==> config.mk <==
export PLATFORM = sky130hd
export DESIGN_NAME = psg_front
export DESIGN_NICKNAME = d
export VERILOG_FILES = /design/src/rtl/core/psg_pkg.sv /design/src/rtl/core/psg_front.sv
export SDC_FILE = /design/constraint.sdc
export NUM_CORES = 1
export LEC_CHECK = 0
export ABC_AREA = 0
export BUFFER_PORTS_ARGS = -buffer_cell sky130_fd_sc_hd__buf_2
export CAP_MARGIN = 20
export CORE_MARGIN = 2
export CORE_UTILIZATION = 55
export CTS_CLUSTER_DIAMETER = 40
export CTS_CLUSTER_SIZE = 20
export DETAILED_ROUTE_END_ITERATION = 10
export PLACE_DENSITY_LB_ADDON = 0.05
export SYNTH_ARGS = -nofsm -noshare
export SYNTH_HDL_FRONTEND = slang
export SYNTH_SLANG_ARGS = --single-unit
==> constraint.sdc <==
create_clock -name clk -period 11.4 [get_ports clk]
set_clock_uncertainty 0.1 [all_clocks]
set_input_delay 1.71 -clock clk [delete_from_list [all_inputs] [get_ports clk]]
set_output_delay 1.71 -clock clk [all_outputs]
set_load 0.01 [all_outputs]
==> src/rtl/core/psg_pkg.sv <==
`default_nettype none
package psg_pkg;

    localparam logic [31:0] MUL_A  = 32'hD2511F53;
    localparam logic [31:0] MUL_B  = 32'hCD9E8D57;
    localparam logic [31:0] WEYL_A = 32'h9E3779B9;
    localparam logic [31:0] WEYL_B = 32'hBB67AE85;

    // Item opcodes.
    localparam logic OP_START = 1'b0;
    localparam logic OP_DRAW  = 1'b1;

    // Register index, taken from paddr[3].
    localparam logic REG_SEED   = 1'b0;
    localparam logic REG_OFFSET = 1'b1;

    // Buffer position that marks an empty word buffer.
    localparam logic [2:0] POS_EMPTY = 3'd4;

    typedef struct packed {
        logic        op;
        logic [63:0] stream_number;
        logic [31:0] range_size;
    } item_t;

    typedef struct packed {
        logic  valid;
        item_t item;
    } queue_head_t;

endpackage
`default_nettype wire

==> src/rtl/core/psg_front.sv <==
`default_nettype none
module psg_front (
    input  wire logic                clk,
    input  wire logic                rst_n,
    input  wire logic                in_valid,
    output logic                     in_stall,
    input  wire logic                op,
    input  wire logic [63:0]         stream_number,
    input  wire logic [31:0]         range_size,
    output psg_pkg::queue_head_t     head,
    input  wire logic                pop
);

    psg_pkg::item_t entry_reg [2];
    logic       wr_ptr_reg;
    logic       rd_ptr_reg;
    logic [1:0] count_reg;
    logic       push;
    logic       pop_ok;

    assign in_stall   = (count_reg == 2'd2);
    assign push       = in_valid && !in_stall;
    assign pop_ok     = pop && (count_reg != 2'd0);
    assign head.valid = (count_reg != 2'd0);
    assign head.item  = entry_reg[rd_ptr_reg];

    always_ff @(posedge clk) begin
        if (push) begin
            entry_reg[wr_ptr_reg].op            <= op;
            entry_reg[wr_ptr_reg].stream_number <= stream_number;
            entry_reg[wr_ptr_reg].range_size    <= range_size;
        end
    end

    always_ff @(posedge clk or negedge rst_n) begin
        if (!rst_n) begin
            wr_ptr_reg <= 1'b0;
            rd_ptr_reg <= 1'b0;
            count_reg  <= 2'd0;
        end
        else begin
            if (push) begin
                wr_ptr_reg <= ~wr_ptr_reg;
            end
            if (pop_ok) begin
                rd_ptr_reg <= ~rd_ptr_reg;
            end
            count_reg <= count_reg + 2'(push) - 2'(pop_ok);
        end
    end

    assert property (@(posedge clk) disable iff (!rst_n) count_reg <= 2'd2)
        else $error("psg_front: queue count out of range");
    assert property (@(posedge clk) disable iff (!rst_n)
        (count_reg == 2'd0) |-> (wr_ptr_reg == rd_ptr_reg))
        else $error("psg_front: pointers differ on an empty queue");
    assert property (@(posedge clk) disable iff (!rst_n)
        (pop && !push && count_reg != 2'd0) |=> (count_reg == $past(count_reg) - 2'd1))
        else $error("psg_front: pop did not drain an entry");

endmodule
`default_nettype wire

==> results of run 1 <==
==> cells by family after synthesis <==
group         synth area share, %
simple gates                0.447
fa+ha+maj                   0.344
mux                          16.1
flops                        81.5
xor+xnor                    0.482
buf+inv                      1.20
==> per-layer routing <==
metal	vias to the layer above	track usage, %	part of all wire [%]
met2	138	28.2	50
met1	1755	20.2	40
li1	1682	-	-
met4	0	9.38	2.8
met5	-	0	0
met3	21	6.13	7.6
==> power groups by stage <==
| stage | Clock (mW) | Combinational (mW) | Sequential, mW |
|---|---|---|---|
| 4_1_cts | 0.653 | 0.670 | 1.06 |
| 6_report | 0.640 | 0.654 | 1.06 |
| 3_5_place_dp | 0 | 0.667 | 1.08 |
| 5_1_grt | 0.678 | 0.710 | 1.08 |
| 2_1_floorplan | 0 | 0.468 | 1.06 |
| 3_3_place_gp | 0 | 0.666 | 1.07 |
==> synth_stat cells (all sizes together) <==
master and number:
edfxtp 194, mux2 97, buf 11, dfrtp 4, xnor2 3, ha 2
inv 2, and2 1, and3 1, nand2 1, nand2b 1, nor2 1
or2 1, xor2 1
==> worst max-delay path, cell delays in order (launching register included) <==
cell     delay (ns)
dfrtp_4        0.79
buf_4          0.77
mux2_2         0.41
buf_2          0.14
==> path summary, 6_finish.rpt <==
path | start | to | slack [ns]
worst max register to register | count_reg[1] | entry_reg[0][60] | 8.60
worst min-delay path | count_reg[0] | count_reg[0] | 0.42
min in group asynchronous | rst_n | wr_ptr_reg | 0.99
max in group asynchronous | rst_n | rd_ptr_reg | 10.07
worst max-delay path | rd_ptr_reg | head[38] | 7.02
worst min register to register | count_reg[0] | count_reg[0] | 0.42
==> layout make-up <==
type / instances / share of cell area [%]
clock inverters: 15 / 2.50
multi-input cells: 109 / 14.0
flip-flops and latches: 198 / 65.1
clock buffers: 17 / 4.67
well taps: 176 / 2.42
inverters: 2 / 0.0825
repair buffers: 202 / 11.2
==> per-stage QoR <==
step,std cells,utilization (%)
after floorplan,320,-
after global placement,687,64.6
after detailed placement,687,64.6
after CTS,719,69.6
after global routing,719,69.6
final,719,69.6
==> placed cells by master, fill, tap and decap left out <==
| cell type | Yosys | final |
|---|---|---|
| and2_1 | 1 | 1 |
| and3_4 | 0 | 1 |
| buf_2 | 7 | 199 |
| buf_4 | 0 | 3 |
| bufinv_16 | 0 | 5 |
| clkbuf_16 | 0 | 17 |
| clkinv_1 | 0 | 1 |
| clkinv_2 | 0 | 1 |
| clkinv_4 | 0 | 5 |
| clkinvlp_4 | 0 | 1 |
| dfrtp_1 | 4 | 3 |
| dfrtp_4 | 0 | 1 |
| edfxtp_1 | 194 | 194 |
| ha_1 | 2 | 2 |
| inv_1 | 2 | 2 |
| inv_6 | 0 | 2 |
| mux2_2 | 77 | 77 |
| mux2_4 | 20 | 20 |
| nand2_1 | 1 | 1 |
| nand2b_1 | 1 | 1 |
| nor2_4 | 0 | 1 |
| or2_2 | 1 | 1 |
| xnor2_1 | 3 | 3 |
| xor2_1 | 1 | 1 |
==> flow_metrics.env, run 1 <==
export IMPL_fp_dieH_um=119
export IMPL_rows=42
export IMPL_yosys_warnings=0
export IMPL_cts_buffers=17
export IMPL_cap_violations=0
export IMPL_pre_cts_ws_ns=7.29
export IMPL_fin_hold_ws_ns=0.422
export IMPL_fin_ws_ns=7.02
export IMPL_period_share_pct=38.4
export IMPL_grt_pass1_wl_um=18200
export IMPL_die_width_um=119
export IMPL_switching_share_pct=27.6
export IMPL_synthCells=320
export IMPL_multi_input_area_mm2=0.00127
export IMPL_post_dp_hpwl_um=7630
export IMPL_nets=633
export IMPL_gr_total_overflow=0
export IMPL_die_area_mm2=0.0142
export IMPL_grt_pass1_vias=3665
export IMPL_hold_path_class="flop to flop"
export IMPL_finalCriticalPeriod_ns=4.38
export IMPL_p_sw_mw=0.649
export IMPL_max_slew_margin_pct=34.5
export IMPL_clkPwrFrac_pct=27.2
export IMPL_synth_area_top_cells="edfxtp_1 80%, mux2_2 12%, mux2_4 4.1%"
export IMPL_syn_num_nets=423
export IMPL_tns_ns=0
export IMPL_tightest_slew_ns=0.981
export IMPL_io_buffer_count=199
export IMPL_path_clk_slew_ns=0.07
export IMPL_cts_root_buf="clkbuf_16"
export IMPL_vdd_drop_max_mv=0.170
export IMPL_wirelength_um=11900
export IMPL_place_congestion=0.726
export IMPL_power_frac_seq_pct=45.0
export IMPL_drc=0
export IMPL_cp_max_fo=56
export IMPL_total_leakage_power_nw=3.48
export IMPL_cp_end_kind="primary output"
export IMPL_io_pins=200
export IMPL_vias=3596
export IMPL_placed_area_mm2=0.00845
export IMPL_hold_depth=1
export IMPL_hold_buffers=0
export IMPL_p_comb_share_pct=27.8
export IMPL_fmax_mhz=228
export IMPL_ys_ff_latch=198
export IMPL_slew_violations=0
export IMPL_antenna_found_initial=0
export IMPL_yosysUniqueCellTypes=16
export IMPL_synth_largest_area_cell="edfxtp_1"
export IMPL_rsz0062_at_grt="false"
export IMPL_power_density_mw_per_mm2=259
export IMPL_p_int_mw=1.71
export IMPL_worst_ep_required_time_ns=9.59
export IMPL_start_util_pct=55.6
export IMPL_drt_iter0_drc=194
export IMPL_cts_tree="yes"
export IMPL_drt_wirelength_per_cell_um=16.6
export IMPL_status="finished, final reports clean"
export IMPL_path_class="flop to primary output"
export IMPL_startpoint_type="flop"
export IMPL_seqCellArea_mm2=0.00593
export IMPL_grt_max_degree=71
export IMPL_vias_per_cell=5.00
export IMPL_synth_top_area_share_pct=80.1
export IMPL_grt_total_usage_pct=17.3
export IMPL_ant_nets=0
export IMPL_clk_path_buf_depth=2
export IMPL_cts_resized=0
export IMPL_finalSetupViolations=0
export IMPL_post_cts_setup_buffers=0
export IMPL_cts_htree_levels=4
export IMPL_total_power_mw=2.35
export IMPL_insertion_delay_ns=0.42
export IMPL_rr_worst_depth=4
export IMPL_area_growth_pct=25.1
export IMPL_syn_cell_area_mm2=0.00727
export IMPL_fillCellCount=881
export IMPL_core_mm2=0.0131
export IMPL_design_area_mm2=0.00910
export IMPL_largest_reg_flops=194
export IMPL_dr_pass1_iters=4
export IMPL_clock_sinks=198
export IMPL_avgSynthCellArea_um2=22.7
export IMPL_cp_arrival_ns=2.57
export IMPL_hold_viol_final=0
export IMPL_antenna_cells=0
export IMPL_drive_above_1_share_pct=61.5
export IMPL_ys_seq_area_share_pct=81.5
(Power assumes the default switching activity.)
==> inputs of run 2 (changes only) <==
CORE_UTILIZATION = 52   (was 55)
clock period = 4.46 ns   (was 11.4 ns; I/O delays follow)
==> flow_metrics.env, run 2 (synthesis gave the netlist of run 1 again) <==
export IMPL_status="finished, final reports clean"
export IMPL_rows=43
export IMPL_wirelength_um=12400
export IMPL_fp_dieH_um=122
export IMPL_largest_reg_flops=194
export IMPL_die_area_mm2=0.0149
export IMPL_grt_pass1_wl_um=18600
export IMPL_vias_per_cell=4.96
export IMPL_cp_max_fo=52
export IMPL_max_slew_margin_pct=40.8
export IMPL_drt_wirelength_per_cell_um=17.1
export IMPL_stdcell_count=726
export IMPL_antenna_found_initial=1
export IMPL_finalSetupViolations=0
export IMPL_vdd_drop_max_mv=0.380
export IMPL_path_clk_slew_ns=0.06
export IMPL_grt_total_usage_pct=17.3
export IMPL_period_share_pct=67.0
export IMPL_worst_ep_required_time_ns=3.69
export IMPL_clk_path_buf_depth=2
export IMPL_cts_htree_levels=4
export IMPL_ant_nets=0
export IMPL_worstPathCellList="buf_12 -> mux2_2 -> buf_2"
export IMPL_post_dp_hpwl_um=8300
export IMPL_insertion_delay_ns=0.42
export IMPL_cp_end_kind="primary output"
export IMPL_start_util_pct=52.8
export IMPL_cp_slowest_cell="dfrtp_4"
export IMPL_dpl_cell_count=693
export IMPL_tns_ns=0
export IMPL_nets=636
export IMPL_grt_max_degree=65
export IMPL_hold_path_class="input pin to flop"
export IMPL_cts_tree="yes"
export IMPL_fmax_mhz=335
export IMPL_place_congestion=0.709
export IMPL_fin_hold_ws_ns=0.329
export IMPL_clock_sinks=198
export IMPL_area_growth_pct=24.8
export IMPL_startpoint_type="flop"
export IMPL_cap_violations=0
export IMPL_max_stage_delay_ns=0.86
export IMPL_total_leakage_power_nw=3.47
export IMPL_rsz0062_at_grt="false"
export IMPL_vias=3600
export IMPL_cts_resized=0
export IMPL_core_mm2=0.0138
export IMPL_cp_arrival_ns=2.22
export IMPL_path_class="flop to primary output"
export IMPL_cts_root_buf="clkbuf_16"
export IMPL_drt_iter0_drc=210
export IMPL_hold_viol_final=0
export IMPL_mostFrequentLayoutCells="199 x buf_2, 194 x edfxtp_1, 77 x mux2_2"
export IMPL_cts_buffers=17
export IMPL_slew_violations=0
export IMPL_gr_total_overflow=0
export IMPL_drive_above_1_share_pct=60.6
export IMPL_dr_pass1_iters=4
export IMPL_finalCriticalPeriod_ns=2.99
export IMPL_tightest_slew_ns=0.888
export IMPL_io_buffer_count=199
export IMPL_drc=0
export IMPL_die_width_um=122
export IMPL_io_pins=200
export IMPL_final_common_cell="buf_2"
export IMPL_power_density_mw_per_mm2=648
export IMPL_grt_pass1_vias=3678
run 2: critical path, delay by kind of cell (launching register included):
kind | cells | cell delay (ns)
buffers and inverters | 2 | 0.52
muxes | 1 | 0.38
DFF | 1 | 0.86
run 2: per-layer routing:
metal / wire length (µm) / up-vias / global-route usage (%) / part of all wire (%)
li1: - / 1693 / - / -
met1: 4760 / 1759 / 20.1 / 38
met2: 6250 / 124 / 27.4 / 50
met3: 1110 / 22 / 7.67 / 8.9
met4: 279 / 2 / 8.41 / 2.2
met5: 16 / - / 0 / 0.13
run 2: worst paths after layout:
check | from | end | slack (ns) | depth (start not counted)
min reg2reg | count_reg[0] | count_reg[0] | 0.42 | 1
min in group asynchronous | rst_n | wr_ptr_reg | 0.49 | 2
max in group asynchronous | rst_n | rd_ptr_reg | 3.63 | 2
max reg2reg | count_reg[1] | entry_reg[0][80] | 2.23 | 4
min | stream_number[28] | entry_reg[1][60] | 0.33 | 1
max | rd_ptr_reg | head[46] | 1.47 | 3
run 2: stage by stage:
stage          cell area, µm²  setup WS [ns]  total power [mW]  util (%)
2_1_floorplan            7280          0.638              3.88         -
3_3_place_gp             8490           1.87              4.47      61.7
3_5_place_dp             8490           1.86              4.50      61.7
4_1_cts                  9070           1.38              5.97      65.9
5_1_grt                  9070           1.33              6.19      65.9
6_report                 9070           1.47              5.88      65.9
run 2: layout make-up:
class | count | area, µm²
antenna | 1 | 2.50
clock buffer | 19 | 433
clock inverter | 12 | 136
fill | 1012 | 4700
inverter | 2 | 7.51
multi-input combinational | 109 | 1270
sequential | 198 | 5930
tap | 180 | 225
timing repair buffer | 205 | 1070
run 2: timing repair:
action	CTS	global route
setup buffers	0	0
hold buffers	1	0
endpoints found under the hold margin	4	0
run 2: power by group:
group / switching [mW] / internal [mW] / total (mW)
sequential: 0.183 / 2.55 / 2.73
combinational: 0.849 / 0.834 / 1.68
clock: 0.604 / 0.868 / 1.47
==> inputs of run 3 (changes only) <==
CORE_UTILIZATION = 47   (was 52)
clock period = 2.7 ns   (was 4.46 ns; I/O delays follow)
==> flow_metrics.env, run 3 (synthesis gave the netlist of run 1 again) <==
export IMPL_gr_total_overflow=0
export IMPL_dpl_cell_count=707
export IMPL_area_growth_pct=25.9
export IMPL_worst_ep_required_time_ns=2.19
export IMPL_antenna_found_initial=2
export IMPL_worstSetupEndpoint="head[7]"
export IMPL_place_congestion=0.722
export IMPL_largest_reg_flops=194
export IMPL_vias_per_cell=4.90
export IMPL_insertion_delay_ns=0.42
export IMPL_cts_root_buf="clkbuf_16"
export IMPL_die_width_um=128
export IMPL_drt_wirelength_per_cell_um=17.1
export IMPL_grt_total_usage_pct=15.8
export IMPL_nets=642
export IMPL_hold_buffers=1
export IMPL_hold_path_class="input pin to flop"
export IMPL_tightest_slew_ns=0.522
export IMPL_rows=45
export IMPL_cts_htree_levels=4
export IMPL_cts_tree="yes"
export IMPL_cap_violations=0
export IMPL_drc=0
export IMPL_startpoint_type="flop"
export IMPL_start_util_pct=48.0
export IMPL_grt_max_degree=52
export IMPL_total_leakage_power_nw=3.50
export IMPL_vdd_drop_max_mv=0.529
export IMPL_cp_end_kind="primary output"
export IMPL_rsz0062_at_grt="false"
export IMPL_dr_pass1_iters=4
export IMPL_total_power_mw=9.87
export IMPL_rr_worst_depth=7
export IMPL_hold_viol_final=0
export IMPL_seqCellArea_mm2=0.00593
export IMPL_r2r_end="count_reg[1]"
export IMPL_r2r_slack_ns=0.80
export IMPL_tns_ns=0
export IMPL_r2r_start="count_reg[1]"
export IMPL_period_share_pct=91.8
export IMPL_fin_util_pct=60.5
export IMPL_io_pins=200
export IMPL_final_common_cell="buf_2"
export IMPL_finalSetupViolations=0
export IMPL_status="finished, final reports clean"
export IMPL_crit_start="rd_ptr_reg"
export IMPL_drive_above_1_share_pct=61.6
export IMPL_mostFrequentLayoutCells="199 x buf_2, 194 x edfxtp_1, 77 x mux2_2"
export IMPL_clock_sinks=198
export IMPL_wirelength_um=12600
export IMPL_fmax_mhz=403
export IMPL_io_buffer_count=199
export IMPL_slew_violations=0
export IMPL_power_density_mw_per_mm2=1080
export IMPL_ant_nets=0
export IMPL_fp_dieH_um=128
export IMPL_cp_max_fo=31
export IMPL_drt_iter0_drc=141
export IMPL_max_slew_margin_pct=65.2
export IMPL_core_mm2=0.0151
export IMPL_grt_pass1_vias=3711
export IMPL_cts_resized=0
export IMPL_clk_path_buf_depth=2
export IMPL_cts_buffers=17
export IMPL_path_class="flop to primary output"
export IMPL_path_clk_slew_ns=0.07
export IMPL_fillCellCount=1144
export IMPL_vias=3624
export IMPL_cp_arrival_ns=1.97
export IMPL_grt_pass1_wl_um=19100
export IMPL_multi_input_area_mm2=0.00127
export IMPL_stdcell_count=739
export IMPL_die_area_mm2=0.0165
export IMPL_finalCriticalPeriod_ns=2.48
export IMPL_post_dp_hpwl_um=8460
export IMPL_post_cts_setup_buffers=0
## run 3: cell types whose count changed in the layout (fill, tap and decap cells not counted), sizes merged
cell      change
buf           +6
inv           +2
clkinv        -6
clkinvlp      +3
## run 3: critical path, stage by stage, from the launching register on
cell and delay [ns]:
dfrtp_4 0.74, buf_4 0.31, mux2_2 0.36, buf_2 0.14
## run 3: layout make-up
cell class	count	area share (%)
Multi-Input combinational cell	109	13.9
Antenna cell	1	0.0273
Inverter	2	0.0820
Clock inverter	11	1.65
Tap cell	188	2.57
Clock buffer	19	4.73
Sequential cell	198	64.7
Timing Repair Buffer	211	12.3
## run 3: through the flow
stage          hold WS, ns  area (µm²)  setup WS, ns
2_1_floorplan      0.00941        7280         0.126
3_3_place_gp         0.115        8560         0.682
3_5_place_dp         0.117        8560         0.643
4_1_cts             0.0443        9160         0.180
5_1_grt             0.0391        9160         0.103
6_report            0.0664        9160         0.221
## run 3: power by group
part / internal (mW) / switching (mW)
Sequential: 4.20 / 0.249
Clock: 1.45 / 1.04
Combinational: 1.45 / 1.48
## run 3: routing by layer
layer | GRT usage (%) | up-vias | routed length, µm
met3 | 7.15 | 15 | 1130
met2 | 25.3 | 127 | 6320
met5 | 0 | - | 0
li1 | - | 1710 | -
met1 | 18.7 | 1772 | 4970
met4 | 6.40 | 0 | 222
## run 3: worst min-delay path by stage
stage	cells past startpoint	from	end	slack [ns]
global placement	1	rst_n	count_reg[0]	0.11
floorplan	0	rst_n	count_reg[0]	0.009
detailed placement	1	rst_n	count_reg[0]	0.12
CTS	1	range_size[8]	entry_reg[0][8]	0.04
finish	1	range_size[24]	entry_reg[1][24]	0.07
global route	1	stream_number[62]	entry_reg[0][94]	0.04
